==> config.mk <==
export PLATFORM = sky130hd
export DESIGN_NAME = mf3_lane
export DESIGN_NICKNAME = d
export VERILOG_FILES = /design/src/sv/mf3_pkg.sv /design/src/sv/mf3_lane.sv
export SDC_FILE = /design/constraint.sdc
export NUM_CORES = 1
export LEC_CHECK = 0
export ABC_AREA = 1
export BUFFER_PORTS_ARGS = -buffer_cell sky130_fd_sc_hd__buf_4
export CAP_MARGIN = 0
export CORE_UTILIZATION = 60
export CTS_CLUSTER_DIAMETER = 50
export CTS_CLUSTER_SIZE = 16
export DETAILED_ROUTE_END_ITERATION = 7
export GPL_TIMING_DRIVEN = 0
export MAX_ROUTING_LAYER = met4
export PLACE_DENSITY = 0.8
export SLEW_MARGIN = 20
export SYNTH_ARGS = -nofsm -noshare
export SYNTH_HDL_FRONTEND = slang
export SYNTH_SLANG_ARGS = --single-unit
==> constraint.sdc <==
create_clock -name i_clk -period 16 [get_ports i_clk]
set_clock_uncertainty 0.15 [all_clocks]
set_input_delay 3.2 -clock i_clk [delete_from_list [all_inputs] [get_ports i_clk]]
set_output_delay 3.2 -clock i_clk [all_outputs]
set_load 0.02 [all_outputs]
==> src/sv/mf3_pkg.sv <==
// ----------------------------------------------------------------------------
// mf3_pkg
// Shared types and constants for the 3x3 median filter core.
// ----------------------------------------------------------------------------
package mf3_pkg;
    localparam int MAX_WIDTH_DEF = 2048;
    localparam int CHANNEL_BITS_DEF = 8;
    localparam int CH_W = 8;
    localparam int PIX_W = 24;
    localparam int WIN_TAPS = 9;
    localparam int MID_TAP = 4;
    localparam int CRD_W = 11;
    localparam int CFG_W = 12;
    localparam int MAX_HEIGHT = 2048;
    localparam logic [1:0] REG_WIDTH = 2'd0;
    localparam logic [1:0] REG_HEIGHT = 2'd1;
    localparam logic [1:0] REG_MODE = 2'd2;

    typedef logic [CH_W-1:0] t_chan;
    typedef logic [PIX_W-1:0] t_pix;

    typedef struct packed {
        t_pix       pix;
        logic [CRD_W-1:0] col;
        logic [CRD_W-1:0] row;
        logic       filt;
        logic       last;
    } t_res;
endpackage

==> src/sv/mf3_lane.sv <==
// ----------------------------------------------------------------------------
// mf3_lane
// Median of nine 8-bit values for one channel, two register stages.
// ----------------------------------------------------------------------------
module mf3_lane
    import mf3_pkg::*;
(
    input  logic        i_clk,
    input  logic        i_en,
    input  mf3_pkg::t_chan [8:0] i_taps,
    output mf3_pkg::t_chan       o_med
);
    t_chan r_lo [3];
    t_chan r_md [3];
    t_chan r_hi [3];
    t_chan n_lo [3];
    t_chan n_md [3];
    t_chan n_hi [3];
    t_chan r_med;
    t_chan mx_lo, mn_hi, md_md;

    function automatic t_chan mx(input t_chan a, input t_chan b);
        mx = (a > b) ? a : b;
    endfunction
    function automatic t_chan mn(input t_chan a, input t_chan b);
        mn = (a < b) ? a : b;
    endfunction
    function automatic t_chan med3(input t_chan a, input t_chan b, input t_chan c);
        med3 = mx(mn(a, b), mn(mx(a, b), c));
    endfunction

    // sort each column of three
    always_comb begin
        for (int k = 0; k < 3; k++) begin
            n_lo[k] = mn(mn(i_taps[3*k], i_taps[3*k+1]), i_taps[3*k+2]);
            n_hi[k] = mx(mx(i_taps[3*k], i_taps[3*k+1]), i_taps[3*k+2]);
            n_md[k] = med3(i_taps[3*k], i_taps[3*k+1], i_taps[3*k+2]);
        end
    end

    always_ff @(posedge i_clk) begin
        if (i_en) begin
            r_lo <= n_lo;
            r_md <= n_md;
            r_hi <= n_hi;
        end
    end

    // median = med3(max of lows, med of mids, min of highs)
    assign mx_lo = mx(mx(r_lo[0], r_lo[1]), r_lo[2]);
    assign mn_hi = mn(mn(r_hi[0], r_hi[1]), r_hi[2]);
    assign md_md = med3(r_md[0], r_md[1], r_md[2]);

    always_ff @(posedge i_clk) begin
        if (i_en) begin
            r_med <= med3(mx_lo, md_md, mn_hi);
        end
    end
    assign o_med = r_med;
endmodule

==> results.cfg <==
[clocking]
cts.path.max_buffers = 2
post_cts_resized = 0
cts_tree = done
cts-root-buf = clkbuf_16
postCtsHoldBufs = 0
clk_pin_slew_worst_paths_ns = 0.06
clock_latency_ns = 0.34
cts.sinks = 80
cts_buffers = 9
cts_setup_buffers = 0
h-tree-depth = 3

[sta]
finalSetupTns_ns = 0
tightest_slew_ns = 1.021
relSlewSlack = 0.3196
rsz0062_at_grt = false
drv_slew = 0
final-hold-violation-count = 0
setup_violations = 0
fin_crit_sh = 0.6550
fmax_ghz = 0.09542
finalCriticalPeriod_ns = 10.48

[synthesis]
yosys.area.top_type = edfxtp_1
synthArstFlopShare = 0
synthCells = 1258
yosysSeqAreaShare = 0.2670
yosys_warnings = 0
synth_edf_count = 80
syn-num-nets = 1497
ys_ff_latch = 80
synth_flop_cell = edfxtp_1
syn_area_per_cell_um2 = 7.151
ys_types = 31
netlist_area_um2 = 8996
synth_top_area_frac = 0.2670
synthTopCellsByArea = edfxtp_1 27%, ha_1 23%, nand2_1 14%

[die]
core_um2 = 14590
rows = 44
die-area_um2 = 15490
die_w_um = 124.5
chipHeight_um = 124.5
ios = 82
start_util = 0.6166

[grt]
grt_pass1_vias = 8059
antenna_found_initial = 2
grt_usage = 0.3047
grt_max_degree = 81
grt_pass1_wl_mm = 37.01
grt-ovfl-total = 0

[routing]
drc = 0
antenna_left = 0
viasPerCell = 5.632
firstDrtPassIters = 6
routed_wl_mm = 22.50
wire_per_inst_um = 14.60
via_count = 8679
drt-initial-drc-count = 730

[critical_path]
cp_common_cell = nor2_1
worstSetupPathType = flip-flop to flip-flop
path_max_fanout = 10
startpoint_type = flip-flop
cp.required_ns = 16.06
end_kind = flip-flop
slowest_stage = a211oi_1
critPathArrivalTime_ns = 10.54
r2r_cells = 49
crit_path_max_incr_delay_ns = 0.65

[placement]
io_buffers = 81
place_congestion = 0.9386
dp_hpwl_mm = 18.53

[finish]
drive_above_1_share = 0.09815
mostFrequentLayoutCells = 324 x nand2_1, 208 x o21ai_0, 177 x inv_1
nFillCells = 1258
syn2layout_area_growth_pct = 12.42
nets = 1589
final_common_cell = nand2_1

[flow_run]
maxCapViolations = 0

[status]
status = completed

[hold_path]
holdPathStages = 6
hold_class = flip-flop to flip-flop
-- cells in the mapped netlist, types with 8 or more instances --
| cell | count |
|---|---|
| o21ai_0 | 208 |
| inv_1 | 177 |
| ha_1 | 165 |
| nand2_1 | 324 |
| nand3_1 | 42 |
| nor2_1 | 57 |
| edfxtp_1 | 80 |
| nand4_1 | 9 |
| clkbuf_1 | 24 |
| a21oi_1 | 86 |
| nand2_2 | 20 |
| a211oi_1 | 9 |
| o211ai_1 | 8 |
-- metrics by stage --
step                  util  hold WS (ns)  std cells  setup WS [ns]  instance area (µm²)
CTS                 0.6929        0.7467       1539          5.636                10110
global route        0.6932        0.8264       1541          4.373                10110
detailed placement  0.6741        0.7284       1523          5.725                 9834
global placement    0.6741        0.7241       1523          5.919                 9834
finish              0.6932        0.7388       1541          5.520                10110
floorplan                -        0.6263       1258          7.227                 8996
-- cell type report --
| class | count | area [µm²] | share of cell area |
|---|---|---|---|
| clock inverters | 5 | 41.29 | 0.004083 |
| diodes | 2 | 5.005 | 0.0004949 |
| repair buffers | 81 | 608.1 | 0.06013 |
| multi-input cells | 968 | 5804 | 0.5739 |
| inverters | 183 | 686.9 | 0.06792 |
| flip-flops and latches | 80 | 2402 | 0.2375 |
| clock buffers | 11 | 232.7 | 0.02301 |
| plain buffers | 27 | 102.6 | 0.01014 |
| well taps | 184 | 230.2 | 0.02276 |
-- path summary, 6_finish.rpt --
check | from | end | slack [ns]
setup / recovery | r_md[21] | o_med[0] | 5.52
hold / removal | r_hi[5] | o_med[5] | 0.74
setup reg to reg | r_md[21] | o_med[0] | 5.52
hold reg to reg | r_hi[5] | o_med[5] | 0.74
-- sequential cells by signal (all words and copies together) (netlist names) --
| signal | count |
|---|---|
| r_hi | 24 |
| o_med | 8 |
| r_md | 24 |
| r_lo | 24 |
-- cell families after synthesis --
| group | count (synthesis) | synth area share |
|---|---|---|
| DFF | 80 | 0.2670 |
| adders and majority gates | 165 | 0.2295 |
| AOI/OAI and AO/OA | 336 | 0.1986 |
| buffers and inverters | 210 | 0.08776 |
| and+or+nand+nor | 467 | 0.2171 |
-- layer usage --
| layer | global-route usage | wire, µm | vias up |
|---|---|---|---|
| li1 | - | - | 4461 |
| met1 | 0.3818 | 9957 | 3840 |
| met2 | 0.4901 | 10350 | 325 |
| met3 | 0.03866 | 1446 | 53 |
| met4 | 0.1403 | 746 | 0 |
| met5 | - | 0 | - |
-- worst max-delay path: cells and delay by family, from the launching register on --
family	cells	cell delay, ns
simple gates	22	2.38
flops	1	0.44
buf+inv	6	1.39
compound gates	15	4.13
fa+ha+maj	6	1.84
Power is left out: the tool's default activity adds up to more than one toggle a clock period on the data nets, which glitch-free logic cannot reach.
