File: config.mk
export PLATFORM = sky130hd
export DESIGN_NAME = mf3_outq
export DESIGN_NICKNAME = d
export VERILOG_FILES = /design/src/sv/mf3_pkg.sv /design/src/sv/mf3_outq.sv
export SDC_FILE = /design/constraint.sdc
export NUM_CORES = 2
export LEC_CHECK = 0
export BUFFER_PORTS_ARGS = -buffer_cell sky130_fd_sc_hd__buf_2
export CAP_MARGIN = 5
export CORE_MARGIN = 5
export CORE_UTILIZATION = 35
export CTS_CLUSTER_DIAMETER = 150
export CTS_CLUSTER_SIZE = 30
export DETAILED_ROUTE_END_ITERATION = 6
export GPL_TIMING_DRIVEN = 1
export PLACE_DENSITY_LB_ADDON = 0.05
export SLEW_MARGIN = 20
export SYNTH_ARGS = -nofsm -noshare
export SYNTH_HDL_FRONTEND = slang
export SYNTH_SLANG_ARGS = --single-unit
File: constraint.sdc
create_clock -name i_clk -period 4.4 [get_ports i_clk]
set_clock_uncertainty 0.05 [all_clocks]
set_input_delay 0.44 -clock i_clk [delete_from_list [all_inputs] [get_ports i_clk]]
set_output_delay 0.44 -clock i_clk [all_outputs]
set_load 0.01 [all_outputs]
File: src/sv/mf3_pkg.sv
// ----------------------------------------------------------------------------
// mf3_pkg
// Shared types and constants for the 3x3 median filter core.
// ----------------------------------------------------------------------------
package mf3_pkg;
    localparam int MAX_WIDTH_DEF = 2048;
    localparam int CHANNEL_BITS_DEF = 8;
    localparam int CH_W = 8;
    localparam int PIX_W = 24;
    localparam int WIN_TAPS = 9;
    localparam int MID_TAP = 4;
    localparam int CRD_W = 11;
    localparam int CFG_W = 12;
    localparam int MAX_HEIGHT = 2048;
    localparam logic [1:0] REG_WIDTH = 2'd0;
    localparam logic [1:0] REG_HEIGHT = 2'd1;
    localparam logic [1:0] REG_MODE = 2'd2;

    typedef logic [CH_W-1:0] t_chan;
    typedef logic [PIX_W-1:0] t_pix;

    typedef struct packed {
        t_pix       pix;
        logic [CRD_W-1:0] col;
        logic [CRD_W-1:0] row;
        logic       filt;
        logic       last;
    } t_res;
endpackage

File: src/sv/mf3_outq.sv
// ----------------------------------------------------------------------------
// mf3_outq
// Result queue; absorbs the row-end bursts of up to three results.
// ----------------------------------------------------------------------------
module mf3_outq
    import mf3_pkg::*;
#(
    parameter int DEPTH = 16
) (
    input  logic          i_clk,
    input  logic          i_rst_n,
    input  logic [2:0]    i_push,
    input  mf3_pkg::t_res i_d0,
    input  mf3_pkg::t_res i_d1,
    input  mf3_pkg::t_res i_d2,
    output logic          o_valid,
    input  logic          i_ready,
    output mf3_pkg::t_res o_q,
    output logic [$clog2(DEPTH):0] o_count
);
    localparam int AW = $clog2(DEPTH);
    t_res r_mem [DEPTH];
    logic [AW-1:0] r_wp, r_rp, n_wp;
    logic [AW:0]   r_cnt;
    logic          pop;
    logic [1:0]    npush;

    assign pop = o_valid && i_ready;
    assign npush = 2'(i_push[0]) + 2'(i_push[1]) + 2'(i_push[2]);
    assign n_wp = r_wp + AW'(npush);

    always_ff @(posedge i_clk) begin
        if (!i_rst_n) begin
            r_wp <= '0;
            r_rp <= '0;
            r_cnt <= '0;
        end else begin
            r_wp <= n_wp;
            if (pop) begin
                r_rp <= r_rp + 1'b1;
            end
            r_cnt <= r_cnt + (AW+1)'(npush) - (AW+1)'(pop);
        end
    end

    // entries arrive packed: slot 0, 1, 2 are contiguous
    always_ff @(posedge i_clk) begin
        if (i_push[0]) r_mem[r_wp] <= i_d0;
        if (i_push[1]) r_mem[AW'(r_wp + 1'b1)] <= i_d1;
        if (i_push[2]) r_mem[AW'(r_wp + 2'd2)] <= i_d2;
    end

    assign o_valid = (r_cnt != '0);
    assign o_q = r_mem[r_rp];
    assign o_count = r_cnt;
endmodule

==> results.cfg <==
[sta]
hold_ws_ns = 0.0165
maxSlewHeadroom_pct = 19.1
worst_slack_ns = 0.613
slew_violations = 0
timing.fmax_ghz = 0.264
rsz0062_at_grt = no
hold_viol = 0
setup_violations = 0
period_share_pct = 86.1
period_minus_slack_ns = 3.79
worst_slew_pin_slew_ns = 1.21
tns_ns = 0

[clock_tree]
clockRootBuffer = clkbuf_16
cts_tree = built
clock_path_buffers = 3
ctsResizeCount = 0
numCtsBuffers = 30
path_clk_slew_ns = 0.14
postCtsHoldBufs = 0
cts_post_setup_buffers_inserted = 0
clk_latency_ns = 0.71
cts_max_level = 1
clkSinkCount = 785

[outcome]
status = complete, no violations

[synthesis]
synth.most_common_cell = edfxtp_1
ys_types = 48
synthTopCellsByArea = edfxtp_1 (53%), a22oi_1 (10%), mux4_2 (10%)
ys_seq_elements = 785
synth_mux_area_share_pct = 14.4
synthXorXnorAreaFrac_pct = 0.217
synthFlopType = edfxtp_1
synth_fa_ha_area_share_pct = 0.457
netlist_area_um2 = 43200
ys_top_cells_by_count = edfxtp_1 (768), a22oi_1 (582), o21ai_0 (541)
synth_area_leader_cell = edfxtp_1
synth_top_area_share_pct = 53.3
async_reset_ff_share_pct = 0
ys.warnings.count = 0
synth_top_family_by_area = compound AO/OA/AOI/OAI gates
synth_compound_area_share_pct = 20.5
synth_edf_count = 768
syn_area_per_cell_um2 = 11.8
netlist_instances = 3650
syn_nets = 3814
yosys.area_share.simple_pct = 5.65
ys_seq_area_share_pct = 54.1

[final_layout]
stdcell_area_um2 = 47200
syn_to_final_growth_pct = 9.06
fillers = 11900
fin_util_pct = 38.2
stdcell_count = 5173
drive_gt1_share_pct = 16.9
fin_nets = 3675

[pwr]
clkPwrFrac_pct = 18.0
switching_share_pct = 37.1
p_total_mw = 21.8
peakVddDrop_v = 0.000333
p_sw_mw = 8.08
p_leak_nw = 14.9
seqPwrFrac_pct = 45.0
p_per_area_nw_per_um2 = 461
combinationalPowerShare_pct = 36.9
internal-power_mw = 13.7

[min_path]
hold_path_startpoint = i_rst_n
whs_endpoint = r_wp[3]
whs_path_depth = 2
hp-class = input port to flop

[setup_path]
slowest_delay_ns = 0.78
arrival_ns = 4.11
reg2reg_slack_ns = 0.61
crit_required_ns = 4.72
r2r_start = r_wp[2]
endpoint_kind = flop
crit_chain = ha_1 > nand4bb_1 > nor2_4 > a31oi_4 > nand2_4 > buf_4
reg2reg_depth = 6
timing.rr.end = r_mem[3][43]
critPathSlowestCell = nor2_4
criticalPathCategory = flop to flop
crit_fanout = 21
setup.worst_path.start_class = flop

[global_route]
grt_overflow = 0
grtUsageTotal_pct = 29.5
grt_pass1_vias = 34100
antenna_found_initial = 32
grt_max_degree = 145
grt_pass1_wl_um = 274000

[die]
coreArea_um2 = 123000
rows = 129
pin_count = 204
die_x_um = 362
fp.dieH_um = 362
die-area_um2 = 131000
start_util_pct = 35.1

[routing]
wire_per_inst_um = 38.8
routed_wl_um = 201000
vias = 34800
vias_per_cell = 6.73
drc = 0
dr.pass1.iters = 6
postRouteAntennaNets = 0
drt_iter0_drc = 5251

[flow_run]
maxCapViolCount = 0

[placement]
preCtsSetupSlack_ns = 0.646
place_inst = 5116
io_buffers = 203
place.gp.congestion = 0.814
place_area_um2 = 46300
dp_hpwl_um = 98000
final cells by class:
| cell class | count | area (um^2) | area share, % |
|---|---|---|---|
| repair buffers | 311 | 2510 | 5.33 |
| flip-flops and latches | 785 | 23400 | 49.6 |
| inverters | 11 | 41.3 | 0.0875 |
| clock buffers | 43 | 822 | 1.74 |
| diodes | 12 | 30.0 | 0.0637 |
| multi-input cells | 2372 | 18200 | 38.7 |
| clock inverters | 2 | 50.0 | 0.106 |
| well taps | 1637 | 2050 | 4.34 |
kinds of logic (layout without fill, tap and decap cells):
logic type / Yosys count / after routing
AOI/OAI and AO/OA: 1373 / 1373
xor gates and xnor gates: 9 / 9
adders and majority gates: 14 / 14
buffers and inverters: 493 / 367
DFF: 785 / 785
muxes: 384 / 384
other: 0 / 12
and+or+nand+nor: 592 / 592
layer usage:
metal  global-route usage (%)  vias to the layer above  wire (um)
met1                     42.0                    17800      82400
met3                     7.81                      462      23800
met5                        0                        -        140
met2                     43.7                     2505      86400
li1                         -                    14100          -
met4                     9.71                       22       7860
state kept, by name, summed over array words and instances, names as in the netlist, named ones only:
name and count:
o_count 5, r_mem 768, r_rp 4, r_wp 4
worst max-delay path: cells and delay by family (launching register included):
kind                     cells  cell delay (ns)
flip-flops                   1             0.69
AND/OR/NAND/NOR              3             1.65
buffers and inverters        1             0.46
adder cells (fa/ha/maj)      1             0.46
AO/OA/AOI/OAI                1             0.10
worst max path at each step:
stage,startpoint,end,slack (ns),cells past startpoint
5_1_grt,flop,o_q[17],0.46,5
3_5_place_dp,r_wp[2],r_mem[3][44],0.65,6
3_3_place_gp,r_wp[2],r_mem[3][6],0.85,6
2_1_floorplan,r_wp[1],r_mem[0][0],0.40,4
6_report,r_wp[2],r_mem[3][43],0.61,6
4_1_cts,flop,o_q[14],0.60,5
power groups by stage:
stage | Clock (mW) | Sequential (mW) | Combinational, mW
6_report | 3.92 | 9.80 | 8.03
5_1_grt | 4.21 | 9.87 | 8.44
4_1_cts | 3.98 | 9.79 | 7.96
3_5_place_dp | 0 | 9.97 | 7.94
3_3_place_gp | 0 | 9.93 | 7.86
2_1_floorplan | 0 | 9.82 | 4.71
placed cells by master, fill, tap and decap left out, drive strengths merged, types with 7 or more instances in the layout:
master / synthesis / final
mux4: 192 / 192
nand3: 15 / 15
and2: 16 / 16
ha: 11 / 11
mux2i: 192 / 192
a221o: 96 / 96
a21oi: 99 / 99
buf: 156 / 311
nand2: 308 / 308
diode: 0 / 12
a22oi: 582 / 582
dfxtp: 17 / 17
nor2b: 7 / 7
o21ai: 583 / 583
nor2: 213 / 213
edfxtp: 768 / 768
clkbuf: 326 / 43
inv: 11 / 12
(Power assumes the default switching activity.)
